<file path="src/design/asbd_pkg.sv">
// ----------------------------------------------------------------------------
// asbd_pkg
// Shared types, opcodes and constants of the audio stream buffer device.
// ----------------------------------------------------------------------------
package asbd_pkg;

  localparam int unsigned BUFFER_BYTES_DEF = 65536;
  localparam int unsigned OFFSET_SPAN      = 65536;
  localparam int unsigned SHIFT_W          = 4;

  localparam logic [1:0] OP_CTRL_RD = 2'd0;
  localparam logic [1:0] OP_CTRL_WR = 2'd1;
  localparam logic [1:0] OP_BUF_WR  = 2'd2;
  localparam logic [1:0] OP_PLAY    = 2'd3;

  localparam logic [2:0] NUM_CTRL  = 3'd6;
  localparam logic [2:0] IDX_SIZE  = 3'd3;
  localparam logic [2:0] IDX_INIT  = 3'd4;
  localparam logic [2:0] IDX_COUNT = 3'd5;
  localparam logic [2:0] MAX_LEN   = 3'd4;

  typedef struct packed {
    logic [1:0]  opcode;
    logic [2:0]  reg_index;
    logic [15:0] buf_offset;
    logic [31:0] write_data;
    logic [2:0]  write_len;
  } in_t;

  typedef struct packed {
    logic [31:0] read_data;
    logic [7:0]  play_byte;
    logic        play_real;
  } out_t;

  typedef struct packed {
    logic [1:0]  kind;
    logic        idx_ok;
    logic [2:0]  idx;
    logic [15:0] off;
    logic [31:0] data;
    logic [2:0]  len;
  } cmd_t;

  // number of compare/subtract steps that bring a 16-bit offset below b
  function automatic int unsigned red_steps(input int unsigned b);
    int unsigned n;
    n = 0;
    while ((b << n) < OFFSET_SPAN) begin
      n = n + 1;
    end
    return n;
  endfunction

endpackage

</file>
<file path="src/design/asbd_front.sv">
// ----------------------------------------------------------------------------
// asbd_front
// Accepts transactions, decodes them into commands and queues them (2 deep).
// ----------------------------------------------------------------------------
module asbd_front (
  input  logic           clk,
  input  logic           rst_n,
  input  logic           in_valid,
  output logic           in_ready,
  input  asbd_pkg::in_t  in_data,
  output logic           cmd_valid,
  output asbd_pkg::cmd_t cmd_data,
  input  logic           cmd_pop
);
  import asbd_pkg::*;

  cmd_t       q_r [2];
  logic       wptr_r, wptr_nxt;
  logic       rptr_r, rptr_nxt;
  logic [1:0] cnt_r, cnt_nxt;
  cmd_t       dec;
  logic       push;

  always_comb begin
    dec.kind   = in_data.opcode;
    dec.idx    = in_data.reg_index;
    dec.idx_ok = (in_data.reg_index < NUM_CTRL);
    dec.off    = in_data.buf_offset;
    dec.data   = in_data.write_data;
    dec.len    = (in_data.write_len > MAX_LEN) ? MAX_LEN : in_data.write_len;
  end

  assign in_ready  = (cnt_r != 2'd2);
  assign cmd_valid = (cnt_r != 2'd0);
  assign cmd_data  = q_r[rptr_r];
  assign push      = in_valid && in_ready;

  always_comb begin
    wptr_nxt = push ? ~wptr_r : wptr_r;
    rptr_nxt = cmd_pop ? ~rptr_r : rptr_r;
    cnt_nxt  = cnt_r + 2'(push) - 2'(cmd_pop);
  end

  always_ff @(posedge clk) begin
    if (!rst_n) begin
      wptr_r <= 1'b0;
      rptr_r <= 1'b0;
      cnt_r  <= 2'd0;
    end else begin
      wptr_r <= wptr_nxt;
      rptr_r <= rptr_nxt;
      cnt_r  <= cnt_nxt;
    end
  end

  always_ff @(posedge clk) begin
    if (push) begin
      q_r[wptr_r] <= dec;
    end
  end

endmodule

</file>
<file path="config.mk">
export PLATFORM = sky130hd
export DESIGN_NAME = asbd_front
export DESIGN_NICKNAME = d
export VERILOG_FILES = /design/src/design/asbd_pkg.sv /design/src/design/asbd_front.sv
export SDC_FILE = /design/constraint.sdc
export NUM_CORES = 1
export LEC_CHECK = 0
export ABC_AREA = 0
export BUFFER_PORTS_ARGS = -buffer_cell sky130_fd_sc_hd__buf_4
export CAP_MARGIN = 20
export CORE_ASPECT_RATIO = 1.25
export CORE_MARGIN = 3
export CORE_UTILIZATION = 40
export DETAILED_ROUTE_END_ITERATION = 10
export PLACE_DENSITY = 0.65
export REMOVE_ABC_BUFFERS = 1
export SKIP_CTS_REPAIR_TIMING = 1
export SLEW_MARGIN = 15
export SYNTH_ARGS = -nofsm -noshare
export SYNTH_HDL_FRONTEND = slang
export SYNTH_SLANG_ARGS = --single-unit
</file>
<file path="constraint.sdc">
create_clock -name clk -period 3.25 [get_ports clk]
set_input_delay 0.1625 -clock clk [delete_from_list [all_inputs] [get_ports clk]]
set_output_delay 0.1625 -clock clk [all_outputs]
set_load 0.005 [all_outputs]
</file>
-- After elaboration in Yosys (flattened, before gate mapping)
Memories as Yosys holds them, arrays and structs flattened. A register that Yosys moved wholly into a read port is not among the register bits.
Index checks and enable logic that the tools add are counted.
- bits in registers: 4
- RAM bits: 114
- bits of input ports: 60
- output and inout bits: 59
- word-level logic and storage cells: 18
- memories kept: 1
- memories (memory ; words ; width ; read ports ; clocked after memory_dff ; wr ports ; line ; source):
    q_r ; 2 ; 57 ; 1 ; 1 ; 1 ; asbd_front.sv:17 ; cmd_t q_r [2];
- add/subtract/negate cells: 2
- magnitude comparators: 2
- equality and inequality tests: 1
- muxes and demuxes: 5
- bitwise gates (word level): 2
- reduce and logical (&&, ||, !) cells: 2
- operators with widths (operator ; number):
    $mux W1 ; 4
    $gt A3 B3 Y1 const B ; 1
    $lt A3 B3 Y1 const B ; 1
    $mux W3 ; 1
    $add A2 B1 Y2 ; 1
    $ne A2 B2 Y1 const B ; 1
    $not A1 Y1 ; 2
    $reduce_bool A2 Y1 ; 1
    $sub A2 B1 Y2 ; 1
    $logic_and A1 B1 Y1 ; 1

-- Depth between registers and ports, before layout
Gate-level depths: netlist (run 1).
- depth in word-level cells: 4
- gate-level depth with buffers: 7
- depth with buffers taken out: 7

-- Least setup slack after synthesis (run 1)
No wires, ideal clock.
- kind: reg2reg
- from: register cnt_r[0]
- to: memory q_r[1][0] (netlist name) (enable)
- setup time: 421 ps
- data arrival time: 1972 ps
- required time: 2829 ps
- path slack: 857 ps
- stages on the path, launching flop included: 3
- path buffers: 0
- clock period less this slack: 2393 ps
- cell sequence: dfxtp_1 -> nand2b_1 -> and3_1
- cells in the longest elaborated chain, start to end: 4
- ends and longest elaborated chain (element ; line ; source):
    start: declaration ; asbd_front.sv:20 ; logic [1:0] cnt_r, cnt_nxt;
    start signal: assignment ; asbd_front.sv:52 ; cnt_r <= cnt_nxt;
    $ne A2 B2 Y1 ; asbd_front.sv:33 ; assign in_ready = (cnt_r != 2'd2);
    net in_ready ; asbd_front.sv:9 ; output logic in_ready,
    $logic_and A1 B1 Y1 ; asbd_front.sv:36 ; assign push = in_valid && in_ready;
    $mux W1 ; asbd_front.sv:57 ; if (push) begin
    $mux W1 (implied by the code) ; asbd_front.sv:58 ; q_r[wptr_r] <= dec;
    end: declaration ; asbd_front.sv:17 ;
The timed path passes the listed nets, and every way through them passes these cells.

==> reports/results.txt, run 1 <==
Final WS setup -> 1110 ps
Hold Crit Class -> in2reg
Status -> complete, no violations
Gate Count Post-Synth -> 209
Cell-internal power -> 0.00326 W
Critical path peak fanout -> 32
Post-layout min period -> 2140 ps
Slew @ Worst Pin -> 790 ps
Root buffer cell -> clkbuf_16
R2R setup slack -> 1210 ps
Initial antenna violation count -> 0
Rel. slew slack -> 47.3%
Top cells by area, synth -> edfxtp_1 (78%), mux2_2 (15%), dfxtp_1 (2.3%)
Largest net degree at the start of global routing -> 35
PD cells -> 628 mW/mm2
Sequential Power Share -> 45.8%
Core area -> 0.0107 mm2
TritonCTS Buffers -> 17
Final hold violation count -> 0
P&R area growth vs syn -> 48.3%
Place WS -> 1160 ps
Core Rows -> 42
Post-synthesis sequential area ratio -> 80.0%
LEAKAGE -> 2.50 nW
Die Width -> 99.9 um
Count of final setup violators -> 0
Critical path class -> reg2out
Post-DRT Antenna Nets -> 0
Via count -> 2489
CTS Sinks -> 119
Commonest cells after routing, fill and taps aside -> buf_4 (122), edfxtp_1 (114), mux2_2 (57)
Syn avg cell area -> 21.1 um2
Netlist cell types -> 25
Initial Util -> 41.3%
Total negative setup slack -> 0 ps
Clock network fraction of design power -> 41.1%
Ys Warns -> 0
Final Wtd Congestion -> 0.688
Max-cap check violation count -> 0
DRT iter0 DRCs -> 76
Combinational share of power -> 13.1%
Layout net count -> 459
Vias in the first global route -> 2495
Synthesized area -> 0.00441 mm2
Dpl hpwl -> 5.18 mm
Worst hold slack -> 32.1 ps
Critical path arrival -> 1980 ps
CTS tree -> built
RSZ-0062 raised after global routing -> false
WL/cell -> 15.0 um
Most common cell after layout, fill and taps aside -> buf_4
Final clock skew -> 2.44 ps
F_max -> 0.467 GHz
Placed cell count -> 457
Overflow after GRT -> 0
Area share of the largest cell type after synthesis -> 77.7%
Worst-case clock buffer depth -> 2
DRC viols -> 0
Die area -> 0.0123 mm2
Register bit total from synthesis -> 119
Max rail drop VDD -> 0.000394 V
Drt first pass iters -> 4
Fin crit share -> 65.8%
Share of layout cells above drive strength 1 -> 52.0%
First-pass GRT wire length -> 12.1 mm
H-Tree Depth -> 4
GRT Total Usage -> 13.4%
Post-Route WL -> 8.16 mm
Worst-path clk slew -> 50 ps
Sw Ratio -> 20.5%
Buffers on Ports -> 118
Crit path launch type -> flip-flop
Critical Path RT -> 3090 ps
Crit. End Element -> output port
Leading area contributor after synthesis -> edfxtp_1
Die H -> 123 um
Cell Count, Final, Fillers Out -> 542
# IOs -> 119
Drt via density -> 4.59
Antenna diodes -> 0
Sw Pwr -> 0.000842 W
Max-slew violations -> 0
Skew-Pair Late Insertion Delay -> 390 ps
## path summary, 6_finish.rpt
check | startpoint | to | depth (start not counted)
worst max-delay path | flip-flop | cmd_data[10] | 3
worst min-delay path | rst_n | cnt_r[1] | 2
worst max register to register | cnt_r[0] | q_r[1][5] | 3
worst min register to register | rptr_r | flip-flop | 2
## cell type report
| cell class | instances | area [um2] |
|---|---|---|
| Multi-Input combinational cell | 81 | 818 |
| Clock buffer | 18 | 429 |
| Timing Repair Buffer | 177 | 1480 |
| Sequential cell | 119 | 3520 |
| Tap cell | 132 | 165 |
| Inverter | 2 | 7.51 |
| Fill cell | 785 | 4130 |
| Clock inverter | 13 | 114 |
## cell families (layout without fill, tap and decap cells)
group                      count (synthesis)  in the layout  share of synthesized area [%]
AOI/OAI and AO/OA                          5              5                           1.02
xor gates and xnor gates                   2              2                          0.398
adders and majority gates                  1              1                          0.284
buffers and inverters                      9            210                           1.50
DFF                                      119            119                           80.0
muxes                                     58             58                           14.8
and+or+nand+nor                           15             15                           2.04
## flip-flops by register name (all words and copies together) (netlist names), named ones only
name,cells
q_r,114
cnt_r,2
rptr_r,1
wptr_r,1
## stage by stage
stage	utilization, %	total power (W)	area, um2
floorplan	-	0.00212	4350
global placement	51.1	0.00240	5450
detailed placement	51.1	0.00241	5450
CTS	56.2	0.00412	5990
global route	61.3	0.00429	6540
finish	61.3	0.00411	6540
## worst max-delay path, cell delays in order, from the launching register on
cell,delay (ps)
dfxtp_2,750
buf_12,290
mux2_2,370
buf_4,140
## cell usage after synthesis
master,n
inv_1,2
xnor2_1,1
ha_1,1
a21bo_2,1
clkbuf_1,1
nor4b_1,1
dfxtp_1,5
buf_6,4
mux2_2,57
nand3b_1,2
a211oi_1,1
a21boi_2,1
nand3_1,1
mux2i_1,1
and2_1,3
nand2b_1,1
nand2_1,3
edfxtp_1,114
a211o_1,1
a21boi_1,1
or2_2,1
and3_1,1
buf_2,2
xor2_1,1
nor2b_1,2
## power by group through the flow
stage	Sequential, W	Clock [W]	Combinational (W)
3_3_place_gp	0.00191	0	0.000494
5_1_grt	0.00189	0.00181	0.000591
3_5_place_dp	0.00191	0	0.000499
6_report	0.00188	0.00169	0.000538
2_1_floorplan	0.00191	0	0.000207
4_1_cts	0.00188	0.00173	0.000502
## layer usage
metal	GRT usage (%)	routed length, um	part of all wire (%)	vias up
met5	0	0	0	-
met4	5.89	70	0.86	0
met3	5.98	627	7.7	7
met2	21.8	4240	52	81
met1	15.2	3220	39	1204
li1	-	-	-	1197
No activity file was read; power rests on OpenSTA's default activity.
==> inputs of run 2 (changes only) <==
--- a/config.mk
+++ b/config.mk
@@ -12,7 +12,7 @@
 export CORE_MARGIN = 3
 export CORE_UTILIZATION = 40
 export DETAILED_ROUTE_END_ITERATION = 10
-export PLACE_DENSITY = 0.65
+export PLACE_DENSITY = 0.67
 export REMOVE_ABC_BUFFERS = 1
 export SKIP_CTS_REPAIR_TIMING = 1
 export SLEW_MARGIN = 15
==> constraint.sdc (replaced) <==
create_clock -name clk -period 1.95 [get_ports clk]
set_input_delay 0.0975 -clock clk [delete_from_list [all_inputs] [get_ports clk]]
set_output_delay 0.0975 -clock clk [all_outputs]
set_load 0.005 [all_outputs]
==> run 2 against run 1 <==
  * Routed wire length is 3.0% higher
  * Utilization is 0.73 points higher
  * Flip-flop and latch count stayed put
  * Non-clock buffer count is 2 higher
  * Final cell count is 0.37% higher
  * Clock-buffer cell count stayed put
  * Global-route usage is 0.20 points lower
  * Critical path type unchanged
  * Critical endpoint is now cmd_data[5]
  * Highest routed layer unchanged
==> reports/results.txt, run 2 (synthesis results as in run 1) <==
Status -> complete, no violations
Post-DRT Antenna Nets -> 0 (unchanged)
Crit path launch type -> flip-flop
H-Tree Depth -> 4 (unchanged)
Critical path class -> reg2out
Core Rows -> 42 (unchanged)
Final WS setup -> 239 ps (-871 ps)
CTS tree -> built
PD cells -> 1080 mW/mm2 (+72%)
Worst-case reg-to-reg path depth -> 7 (+4)
Die area -> 0.0123 mm2 (unchanged)
Cell-internal power -> 0.00571 W (+75%)
First-pass GRT wire length -> 11.9 mm (-2.1%)
Via count -> 2493 (+0.16%)
Sw Pwr -> 0.00142 W (+69%)
Max-cap check violation count -> 0 (unchanged)
Worst-path clk slew -> 50 ps (about the same)
Slew @ Worst Pin -> 398 ps (-393 ps)
Fin crit share -> 87.8%
Critical path arrival -> 1610 ps (-370 ps)
Critical Path RT -> 1850 ps (-1240 ps)
Initial Util -> 41.3% (unchanged)
Die Width -> 99.9 um (unchanged)
Buffers on Ports -> 118 (unchanged)
Top flop regs -> q_r (114), cnt_r (2)
Place WS -> 331 ps (-832 ps)
Biggest register -> q_r
GRT Total Usage -> 13.2% (-0.20 points)
Clock network fraction of design power -> 43.2% (+2.1 points)
Filler cells -> 805 (+2.5%)
Post-layout min period -> 1710 ps
Total negative setup slack -> 0 ps (unchanged)
R2r endpoint -> cnt_r[1]
Largest net degree at the start of global routing -> 44 (+26%)
Hold Path End -> q_r[1][1]
TritonCTS Buffers -> 17 (unchanged)
Dpl hpwl -> 5.08 mm (-1.9%)
Most common cell after layout, fill and taps aside -> buf_4
Worst-case clock buffer depth -> 2 (unchanged)
Initial antenna violation count -> 0 (unchanged)
DRC viols -> 0 (unchanged)
Hold Crit Class -> in2reg
Core area -> 0.0107 mm2 (unchanged)
Max rail drop VDD -> 0.000869 V (+120%)
# IOs -> 119 (unchanged)
WL/cell -> 15.4 um (+2.6%)
Root buffer cell -> clkbuf_16
Critical path peak fanout -> 29 (-9.4%)
Crit. End Element -> output port
Overflow after GRT -> 0 (unchanged)
F_max -> 0.584 GHz
Sequential cell area -> 0.00352 mm2 (unchanged)
Drt via density -> 4.58 (-0.21%)
Worst hold slack -> 45.3 ps (+13.2 ps)
Combinational share of power -> 13.2% (about the same)
Rel. slew slack -> 73.5% (+26 points)
Multi-input logic area -> 818 um2 (unchanged)
P&R area growth vs syn -> 50.1%
Final Wtd Congestion -> 0.658 (-4.4%)
Final hold violation count -> 0 (unchanged)
LEAKAGE -> 2.53 nW (+1.1%)
Max-slew violations -> 0 (unchanged)
R2R setup slack -> 310 ps (-900 ps)
Final clock skew -> 5.18 ps (+2.74 ps)
Reg-to-Reg Start -> cnt_r[0]
Die H -> 123 um (unchanged)
HP Start -> in_data[1]
CTS Sinks -> 119 (unchanged)
Layout net count -> 461 (+0.44%)
Power Total -> 0.00713 W (+74%)
DRT iter0 DRCs -> 128 (+68%)
Post-Route WL -> 8.40 mm (+3.0%)
Commonest cells after routing, fill and taps aside -> buf_4 (122), edfxtp_1 (114), mux2_2 (57)
Count of final setup violators -> 0 (unchanged)
Drt first pass iters -> 4 (unchanged)
Sw Ratio -> 19.9% (-0.59 points)
Share of layout cells above drive strength 1 -> 51.5% (-0.49 points)
Vias in the first global route -> 2415 (-3.2%)
Number of flip-flops in the largest register -> 114 (unchanged)
Sequential Power Share -> 43.7% (-2.1 points)
RSZ-0062 raised after global routing -> false
Antenna diodes -> 0 (unchanged)
Skew-Pair Late Insertion Delay -> 400 ps (about the same)
Worst hold stages -> 2 (unchanged)
==> run 2: changes by cell type in the layout (fill, tap and decap cells not counted) <==
cell           before  now
buf_12              1    2
bufinv_16           2    4
clkinv_1            3    5
clkinv_2            7    3
dlygate4sd3_1      54   55
==> run 2: worst max path at each step <==
stage / start / to / slack, ps / cells past startpoint
detailed placement: cnt_r[0] / cnt_r[1] / 330 / 7
global placement: cnt_r[0] / cnt_r[1] / 460 / 7
finish: flip-flop / cmd_data[5] / 240 / 3
global route: flip-flop / cmd_data[22] / 140 / 3
CTS: flip-flop / cmd_data[2] / 190 / 3
floorplan: cnt_r[0] / q_r[1][0] / -440 / 2
==> run 2: per-stage QoR <==
stage / instances / cell area [um2] / util, %
floorplan: 202 / 4350 / -
global placement: 458 / 5470 / 51.3
detailed placement: 458 / 5470 / 51.3
CTS: 489 / 6060 / 56.8
global route: 544 / 6610 / 62.0
finish: 544 / 6610 / 62.0
==> run 2: layout make-up <==
class	count	area share, %
timing repair buffer	179	22.8
sequential	119	53.3
clock inverter	13	2.44
inverter	2	0.114
clock buffer	18	6.49
multi-input combinational	81	12.4
tap	132	2.50
==> run 2: power by group through the flow <==
| stage | logic, W | clock network (W) | registers, W |
|---|---|---|---|
| detailed placement | 0.000868 | 0 | 0.00316 |
| global route | 0.00103 | 0.00327 | 0.00313 |
| global placement | 0.000856 | 0 | 0.00315 |
| CTS | 0.000874 | 0.00316 | 0.00311 |
| floorplan | 0.000346 | 0 | 0.00319 |
| finish | 0.000939 | 0.00308 | 0.00311 |
==> run 2: routing by layer <==
| layer | track usage [%] | share of wire (%) |
|---|---|---|
| met1 | 13.4 | 38 |
| met2 | 23.2 | 54 |
| met3 | 5.87 | 6.4 |
| met4 | 5.89 | 1.2 |
| met5 | 0 | 0 |
==> run 2: worst max-delay path: stages (launching register included) <==
cell     delay [ps]
dfxtp_2         320
buf_4           350
mux2_2          400
buf_4           140
